## src/rtl/csvf_pkg.sv

```systemverilog
// Shared types, constants, arithmetic helpers and elaboration-time table helpers for the cascaded stereo SVF.
package csvf_pkg;

	localparam int SAMPLE_BITS      = 24;
	localparam int COEF_W           = 26;
	localparam int SHIFT_IO         = 29 - SAMPLE_BITS;
	localparam int STAGES_DEF       = 4;
	localparam int TANH_ENTRIES_DEF = 256;
	localparam int CFG_IDX_W        = 3;
	localparam int MODE_W           = 3;
	localparam int OPND_W           = 34;

	// Register indexes
	localparam logic [CFG_IDX_W-1:0] REG_A1     = 3'd0;
	localparam logic [CFG_IDX_W-1:0] REG_A2     = 3'd1;
	localparam logic [CFG_IDX_W-1:0] REG_A3     = 3'd2;
	localparam logic [CFG_IDX_W-1:0] REG_AK     = 3'd3;
	localparam logic [CFG_IDX_W-1:0] REG_K      = 3'd4;
	localparam logic [CFG_IDX_W-1:0] REG_MODE   = 3'd5;
	localparam logic [CFG_IDX_W-1:0] REG_STAGES = 3'd6;

	// Filter modes
	localparam logic [MODE_W-1:0] MODE_LP      = 3'd0;
	localparam logic [MODE_W-1:0] MODE_HP      = 3'd1;
	localparam logic [MODE_W-1:0] MODE_BP      = 3'd2;
	localparam logic [MODE_W-1:0] MODE_NOTCH   = 3'd3;
	localparam logic [MODE_W-1:0] MODE_PEAK    = 3'd4;
	localparam logic [MODE_W-1:0] MODE_ALLPASS = 3'd5;
	localparam logic [MODE_W-1:0] MODE_BYPASS  = 3'd6;

	typedef struct packed {
		logic signed [SAMPLE_BITS-1:0] left_in;
		logic signed [SAMPLE_BITS-1:0] right_in;
	} in_t;

	typedef struct packed {
		logic signed [SAMPLE_BITS-1:0] left_out;
		logic signed [SAMPLE_BITS-1:0] right_out;
	} out_t;

	// One command to the shared multiply-accumulate unit
	typedef struct packed {
		logic                     en;
		logic                     clr;
		logic                     sub;
		logic signed [OPND_W-1:0] a;
		logic signed [OPND_W-1:0] b;
		logic signed [63:0]       addend;
	} mac_op_t;

	// Round half up at bit 24
	function automatic logic signed [63:0] rnd24(input logic signed [63:0] v);
		logic signed [63:0] t;
		t = v + 64'sd8388608;
		return t >>> 24;
	endfunction

	function automatic logic signed [31:0] sat32(input logic signed [63:0] v);
		logic signed [31:0] r;
		if (v > 64'sd2147483647)
			r = 32'sh7fffffff;
		else if (v < -64'sd2147483648)
			r = 32'sh80000000;
		else
			r = v[31:0];
		return r;
	endfunction

	// Shift-subtract division, used only when building the tanh table
	function automatic logic [63:0] udiv64(input logic [63:0] num, input logic [63:0] den);
		logic [64:0] rem;
		logic [63:0] quo;
		rem = '0;
		quo = '0;
		for (int b = 63; b >= 0; b--) begin
			rem = {rem[63:0], num[b]};
			if (rem >= {1'b0, den}) begin
				rem = rem - {1'b0, den};
				quo[b] = 1'b1;
			end
		end
		return quo;
	endfunction

	// exp(-16z) in Q.31 from a truncated series for exp(-z), then squared four times
	function automatic logic [63:0] exp_neg_q31(input logic [63:0] z);
		logic [63:0]        term;
		logic signed [63:0] sum;
		logic [63:0]        prod;
		term = 64'd1 << 31;
		sum  = 64'sd2147483648;
		for (int n = 1; n < 16; n++) begin
			prod = term * z;
			term = udiv64(prod >> 31, 64'(n));
			if (n % 2 == 1)
				sum = sum - $signed(term);
			else
				sum = sum + $signed(term);
		end
		if (sum < 0)
			sum = '0;
		if (sum > 64'sd2147483648)
			sum = 64'sd2147483648;
		term = $unsigned(sum);
		for (int q = 0; q < 4; q++)
			term = (term * term + (64'd1 << 30)) >> 31;
		return term;
	endfunction

	// Table point i of n on [0,4], Q4.28
	function automatic logic signed [31:0] tanh_point(input int i, input int n);
		logic [63:0] z;
		logic [63:0] e;
		logic [63:0] den;
		logic [63:0] num;
		logic [63:0] q;
		z   = udiv64(64'(i) << 30, 64'(n));
		e   = exp_neg_q31(z);
		den = (64'd1 << 31) + e;
		num = ((64'd1 << 31) - e) << 28;
		q   = udiv64(num + (den >> 1), den);
		return $signed(q[31:0]);
	endfunction

endpackage

```

## src/rtl/csvf_mac.sv

```systemverilog
// Shared multiply-accumulate unit with a registered accumulator.
module csvf_mac (
	input  logic                     clk,
	input  logic                     arst_n,
	input  csvf_pkg::mac_op_t        op,
	output logic signed [63:0]       acc
);
	import csvf_pkg::*;

	logic signed [2*OPND_W-1:0] prod;
	logic signed [63:0]         term;
	logic signed [63:0]         base;
	logic signed [63:0]         acc_q;

	// One product per enabled cycle, added to the accumulator (or zero) and the addend
	always_comb begin
		prod = op.a * op.b;
		term = op.sub ? -prod[63:0] : prod[63:0];
		base = op.clr ? 64'sd0 : acc_q;
	end

	always_ff @(posedge clk or negedge arst_n) begin
		if (!arst_n) begin
			acc_q <= '0;
		end else if (op.en) begin
			acc_q <= base + term + op.addend;
		end
	end

	assign acc = acc_q;

endmodule

```

## config.mk

```make
export PLATFORM = sky130hd
export DESIGN_NAME = csvf_mac
export DESIGN_NICKNAME = d
export VERILOG_FILES = /design/src/rtl/csvf_pkg.sv /design/src/rtl/csvf_mac.sv
export SDC_FILE = /design/constraint.sdc
export NUM_CORES = 2
export LEC_CHECK = 0
export BUFFER_PORTS_ARGS = -buffer_cell sky130_fd_sc_hd__buf_2
export CORE_UTILIZATION = 48
export DETAILED_ROUTE_END_ITERATION = 12
export SLEW_MARGIN = 0
export SYNTH_ARGS = -nofsm -noshare
export SYNTH_HDL_FRONTEND = slang
export SYNTH_SLANG_ARGS = --single-unit
```

## constraint.sdc

```tcl
create_clock -name clk -period 7.2 [get_ports clk]
set_input_delay 1.44 -clock clk [delete_from_list [all_inputs] [get_ports clk]]
set_output_delay 1.44 -clock clk [all_outputs]
set_load 0.005 [all_outputs]
```

### Word level (Yosys, flattened, before mapping)

Index checks and enable logic that the tools add are counted.

* flip-flop bits (word level): 64
* input bits: 137

* add/subtract/negate cells: 3
* multiply operators: 1
* multiplexer cells: 2

Operator list (count)
* adder 64 bit: 2
* two-way mux 64 bit: 2
* multiplier 34 x 34 -> 64 bit: 1
* negation 64 bit: 1

### Logic depth before layout (Yosys ltp)

* depth after elaboration: 5
* gate-level depth with buffers: 48
* gate-level depth less buffers: 45

### Worst setup path before layout

No wires, ideal clock.

* path kind: input to register
* start: input op[65] (netlist bit)
* end: register acc_q[57], in the netlist acc[57]
* library setup time: 0.125 ns
* data arrival time: 11.942 ns
* data required time: 7.075 ns
* path slack: -4.867 ns
* stages: 42
* cell sequence: clkbuf_1 > and2_1 > fa_1 > inv_1 > fa_1 > fa_1 > fa_1 > inv_1 > fa_1 > inv_1 > fa_1 > inv_1 > fa_1 > inv_1 > fa_1 > inv_1 > ha_1 > a21oi_1 > [... 6 more ...] > or2_2 > or3_1 > o31ai_1 > xor2_1 > fa_1 > inv_1 > ha_1 > clkbuf_1 > a21o_1 > a21oi_1 > and3b_1 > and3_1 > o31ai_1 > a21bo_2 > a31o_2 > a41oi_1 > xnor2_1 > mux2_2

* longest elaborated chain between the ends: 5

RTL lines
* from (decl): RTL line csvf_mac.sv:5 `input csvf_pkg::mac_op_t op,`
* multiplier 34 x 34 -> 64 bit *: RTL line csvf_mac.sv:17 `prod = op.a * op.b;`
* negation 64 bit: RTL line csvf_mac.sv:18 `term = op.sub ? -prod[63:0] : prod[63:0];`
* two-way mux 64 bit *: RTL line csvf_mac.sv:18
* adder 64 bit * (2 in series): RTL line csvf_mac.sv:26 `acc_q <= base + term + op.addend;`
* to (signal assigned): RTL line csvf_mac.sv:26
* to (decl): RTL line csvf_mac.sv:13 `logic signed [63:0] acc_q;`

Every way passes the cells marked *; elsewhere a longest branch is shown, timed or not.
A chain may end at the register's enable or synchronous reset.

### Worst setup path in the final report

* start: input op[68] (netlist bit)
* end: register acc_q[63], in the netlist acc[63]

The elaborated chain is that of the path after synthesis.

==> metrics.txt <==
# TYPE chip_impl_metric gauge
chip_impl_info{name="post-synth-top-area-cell",value="sky130_fd_sc_hd__fa_1"} 1
chip_impl_info{name="critical_path.reg2reg.startpoint",value="acc[1]"} 1
chip_impl_info{name="critical_hold_path_startpoint",value="acc[53]"} 1
chip_impl_metric{name="synthXorXnorAreaFrac",unit=""} 0.03155
chip_impl_info{name="timing.critical_path.to_type",value="register"} 1
chip_impl_metric{name="flip_flop_count_of_the_largest_register_all_copies_and_words_added",unit=""} 64
chip_impl_metric{name="slew_headroom",unit=""} 0.3318
chip_impl_metric{name="netlist_instances",unit=""} 5726
chip_impl_info{name="critPathKind",value="in2reg"} 1
chip_impl_metric{name="global_route_wire_length_before_repair",unit="um"} 243100
chip_impl_metric{name="design.portCount",unit=""} 201
chip_impl_info{name="failed_checks",value="setup timing"} 1
chip_impl_metric{name="period_utilisation_layout",unit=""} 1.612
chip_impl_info{name="top_cells_by_area_synth",value="sky130_fd_sc_hd__fa_1 (49%), sky130_fd_sc_hd__inv_1 (10%), sky130_fd_sc_hd__and2_1 (8.0%), sky130_fd_sc_hd__ha_1 (6.5%), sky130_fd_sc_hd__nand2_1 (4.6%)"} 1
chip_impl_metric{name="critical-path-max-stage-delay",unit="ns"} 0.59
chip_impl_metric{name="tightestPinTransition",unit="ns"} 1.002
chip_impl_metric{name="max-clock-path-buffers",unit=""} 2
chip_impl_metric{name="whs",unit="ns"} 0.5047
chip_impl_info{name="cts_tree",value="built"} 1
chip_impl_metric{name="place_inst",unit=""} 7871
chip_impl_metric{name="layout-drive-gt1-share",unit=""} 0.2682
chip_impl_metric{name="vias",unit=""} 40900
chip_impl_metric{name="core-area",unit="mm^2"} 0.1042
chip_impl_metric{name="place_ws",unit="ns"} -5.158
chip_impl_metric{name="placement.io_buffers",unit=""} 200
chip_impl_info{name="timing.hold.worst_endpoint",value="acc[53]"} 1
chip_impl_metric{name="layout-area-overhead-vs-synth",unit="%"} 26.67
chip_impl_metric{name="seq_area_frac_synth",unit=""} 0.03153
chip_impl_metric{name="critPathRequiredTime",unit="ns"} 7.46
chip_impl_metric{name="synth_fa_ha_area_frac",unit=""} 0.5595
chip_impl_metric{name="synthesis.nets",unit=""} 7381
chip_impl_info{name="launch_point_of_the_worst_path",value="op[68]"} 1
chip_impl_metric{name="synthMuxAreaShare",unit=""} 0.01313
chip_impl_metric{name="globalRouteMet2Util",unit=""} 0.5417
chip_impl_metric{name="vias_in_the_first_global_route",unit=""} 45820
chip_impl_metric{name="instances_no_fill",unit=""} 8002
chip_impl_info{name="rr_endpoint",value="acc[49]"} 1
chip_impl_info{name="synth_top_family_by_area",value="adder cells"} 1
chip_impl_metric{name="avgViaCountPerCell",unit=""} 5.111
chip_impl_info{name="cpMaxStageDelayCell",value="sky130_fd_sc_hd__fa_1"} 1
chip_impl_metric{name="initial_core_utilization",unit=""} 0.4873
chip_impl_metric{name="critPathMaxFanout",unit=""} 13
chip_impl_metric{name="synth-warning-count",unit=""} 0
chip_impl_metric{name="row_count",unit=""} 118
chip_impl_metric{name="grt-ovfl-total",unit=""} 0
chip_impl_metric{name="achievable_frequency",unit="MHz"} 86.18
chip_impl_metric{name="async_reset_ff_frac",unit=""} 1.000
chip_impl_metric{name="die_width",unit="um"} 327.3
chip_impl_metric{name="routed_wl",unit="um"} 146400
chip_impl_metric{name="antenna_left",unit=""} 0
chip_impl_metric{name="grt_max_degree",unit=""} 71
chip_impl_metric{name="synth.distinct_cells",unit=""} 82
chip_impl_info{name="cp-start-kind",value="input pin"} 1
chip_impl_metric{name="detailed_place_hpwl",unit="um"} 126600
chip_impl_metric{name="synth-simple-area-share",unit=""} 0.1695
chip_impl_metric{name="netlist_area",unit="mm^2"} 0.05080
chip_impl_metric{name="antenna_found_initial",unit=""} 4
chip_impl_metric{name="worstHoldPathCells",unit=""} 1
chip_impl_metric{name="finalHoldViolCount",unit=""} 0
chip_impl_metric{name="final_net_count",unit=""} 8268
chip_impl_metric{name="synth_edf_count",unit=""} 0
chip_impl_metric{name="gp_routability_congestion",unit=""} 0.8967
chip_impl_info{name="clock_tree.root_cell",value="sky130_fd_sc_hd__clkbuf_16"} 1
chip_impl_metric{name="fin_worst_skew",unit="ns"} 0.01607
chip_impl_metric{name="layout_min_cycle_time",unit="ns"} 11.60
chip_impl_metric{name="cts_buffers",unit=""} 9
chip_impl_metric{name="yosys_register_bits",unit=""} 64
chip_impl_info{name="cp_most_frequent_cell",value="sky130_fd_sc_hd__fa_1"} 1
chip_impl_metric{name="final.setup.worst_slack",unit="ns"} -4.404
chip_impl_metric{name="1st_pass_router_iterations",unit=""} 5
chip_impl_metric{name="floorplan.die.height",unit="um"} 327.3
chip_impl_metric{name="cap_viol_max_count",unit=""} 0
chip_impl_metric{name="die_area",unit="mm^2"} 0.1071
chip_impl_metric{name="share_of_the_synthesized_area_in_compound_gates_ao_oa_aoi_oai",unit=""} 0.07062
chip_impl_metric{name="grt_use_met3",unit=""} 0.02138
chip_impl_info{name="synth_top_flop_cell",value="sky130_fd_sc_hd__dfrtp_1"} 1
chip_impl_metric{name="grt_util_all_layers",unit=""} 0.2866
chip_impl_metric{name="detailedRoute.firstIterationViolations",unit=""} 1874
chip_impl_metric{name="drv_slew",unit=""} 0
chip_impl_info{name="unrepaired_setup_endpoints_after_global_routing",value="true"} 1
chip_impl_metric{name="numClockSinks",unit=""} 64
chip_impl_metric{name="wl_per_cell",unit="um"} 18.29
chip_impl_metric{name="worst_r2r_path_depth",unit=""} 18
chip_impl_metric{name="grt.met1_usage",unit=""} 0.3541
chip_impl_metric{name="timing.final.setup_violations",unit=""} 56
chip_impl_metric{name="post-synth-top-area-fraction",unit=""} 0.4950
chip_impl_metric{name="cp.arrival",unit="ns"} 11.86
chip_impl_info{name="grt_most_used_layer",value="met2"} 1
chip_impl_info{name="status",value="complete, but fails checks"} 1
chip_impl_metric{name="cts.htree.levels",unit=""} 3
chip_impl_info{name="hp-class",value="reg2reg"} 1
chip_impl_metric{name="timing.setup.tns",unit="ns"} -189.43
chip_impl_metric{name="cts.clk_slew.worst_paths",unit="ns"} 0.07
chip_impl_metric{name="synth.avg_cell_area",unit="um^2"} 8.871
chip_impl_metric{name="post_detailed_route_drc_marker_count",unit=""} 0
chip_impl_metric{name="clock_insertion_delay_worst_skew",unit="ns"} 0.37
chip_impl_metric{name="ff2ff_setup_slack",unit="ns"} 2.64
worst max path at each step:
stage / to / cells past startpoint
floorplan: acc[63] / 45
global placement: acc[63] / 42
detailed placement: acc[61] / 44
CTS: acc[63] / 46
global route: acc[63] / 47
finish: acc[63] / 46
cells in the mapped netlist (10+ instances only):
library cell                  n
sky130_fd_sc_hd__o21bai_1    24
sky130_fd_sc_hd__o21a_1      18
sky130_fd_sc_hd__a211oi_1    18
sky130_fd_sc_hd__fa_1      1256
sky130_fd_sc_hd__ha_1       262
sky130_fd_sc_hd__nand3_1     37
sky130_fd_sc_hd__o211ai_1    21
sky130_fd_sc_hd__dfrtp_1     64
sky130_fd_sc_hd__o31ai_1     21
sky130_fd_sc_hd__nor3_1      31
sky130_fd_sc_hd__and3_1      13
sky130_fd_sc_hd__nand2b_1    91
sky130_fd_sc_hd__and2_1     648
sky130_fd_sc_hd__mux2_2      53
sky130_fd_sc_hd__a21oi_1    161
sky130_fd_sc_hd__nand2_1    622
sky130_fd_sc_hd__a31oi_1     14
sky130_fd_sc_hd__or3_1       16
sky130_fd_sc_hd__xnor2_1    106
sky130_fd_sc_hd__or2_2       10
sky130_fd_sc_hd__clkbuf_1   284
sky130_fd_sc_hd__xor2_1      77
sky130_fd_sc_hd__nor2_1     119
sky130_fd_sc_hd__o21ai_0    104
sky130_fd_sc_hd__a21o_1      70
sky130_fd_sc_hd__inv_1     1384
sky130_fd_sc_hd__nand4_1     43
final cells by class:
| type | instances | area [um^2] |
|---|---|---|
| Multi-Input combinational cell | 3983 | 46070 |
| Clock buffer | 10 | 229.0 |
| Antenna cell | 4 | 10.01 |
| Tap cell | 1380 | 1727 |
| Fill cell | 9207 | 39890 |
| Clock inverter | 6 | 68.82 |
| Inverter | 1386 | 5202 |
| Timing Repair Buffer | 1169 | 9439 |
| Sequential cell | 64 | 1602 |
cells in the final DEF (no fill, tap or decap), types with 32 or more instances in the layout:
| master | n |
|---|---|
| sky130_fd_sc_hd__nand2_1 | 586 |
| sky130_fd_sc_hd__dfrtp_1 | 64 |
| sky130_fd_sc_hd__nand2b_1 | 88 |
| sky130_fd_sc_hd__o21ai_1 | 32 |
| sky130_fd_sc_hd__nor2_1 | 102 |
| sky130_fd_sc_hd__buf_2 | 151 |
| sky130_fd_sc_hd__inv_1 | 1327 |
| sky130_fd_sc_hd__fa_2 | 36 |
| sky130_fd_sc_hd__ha_1 | 191 |
| sky130_fd_sc_hd__a21oi_1 | 92 |
| sky130_fd_sc_hd__buf_12 | 34 |
| sky130_fd_sc_hd__inv_2 | 57 |
| sky130_fd_sc_hd__mux2_2 | 45 |
| sky130_fd_sc_hd__buf_6 | 114 |
| sky130_fd_sc_hd__and2_1 | 620 |
| sky130_fd_sc_hd__fa_1 | 1220 |
| sky130_fd_sc_hd__o21ai_0 | 44 |
| sky130_fd_sc_hd__buf_4 | 849 |
| sky130_fd_sc_hd__nand4_1 | 43 |
| sky130_fd_sc_hd__xnor2_1 | 81 |
| sky130_fd_sc_hd__a21o_1 | 69 |
| sky130_fd_sc_hd__ha_4 | 61 |
| sky130_fd_sc_hd__xor2_1 | 56 |
| sky130_fd_sc_hd__a21oi_2 | 54 |
per-stage QoR:
| step | area (um^2) | util |
|---|---|---|
| after floorplan | 52330 | - |
| after global placement | 60350 | 0.5790 |
| after detailed placement | 60350 | 0.5790 |
| after CTS | 62970 | 0.6041 |
| after global routing | 64340 | 0.6173 |
| final | 64350 | 0.6173 |
layer usage:
metal / vias up / part of all wire
met1: 21280 / 0.40
met4: 0 / 0.026
met3: 199 / 0.030
met2: 750 / 0.54
met5: - / 0
li1: 18670 / -
worst max-delay path: cells and delay by family:
family,cells,cell delay (ns)
mux,1,0.26
compound gates,11,2.09
buf+inv,11,1.13
fa+ha+maj,11,5.02
simple gates,8,1.32
xor+xnor,4,0.57
repair_timing:
action	4_1_cts	5_1_grt
setup buffers	76	41
gates resized for setup	411	240
setup endpoints to repair	56	56
pin swaps	157	135
hold buffers	0	0
gates cloned	2	1
logic make-up after synthesis:
kind of cell | after synthesis
AO/OA/AOI/OAI | 548
AND/OR/NAND/NOR | 1674
buffers and inverters | 1679
multiplexers | 60
XOR/XNOR | 183
adder cells (fa/ha/maj) | 1518
flip-flops | 64
Power is not shown: default switching activity piles up to over one toggle a cycle in this logic, so the estimate is an artifact.
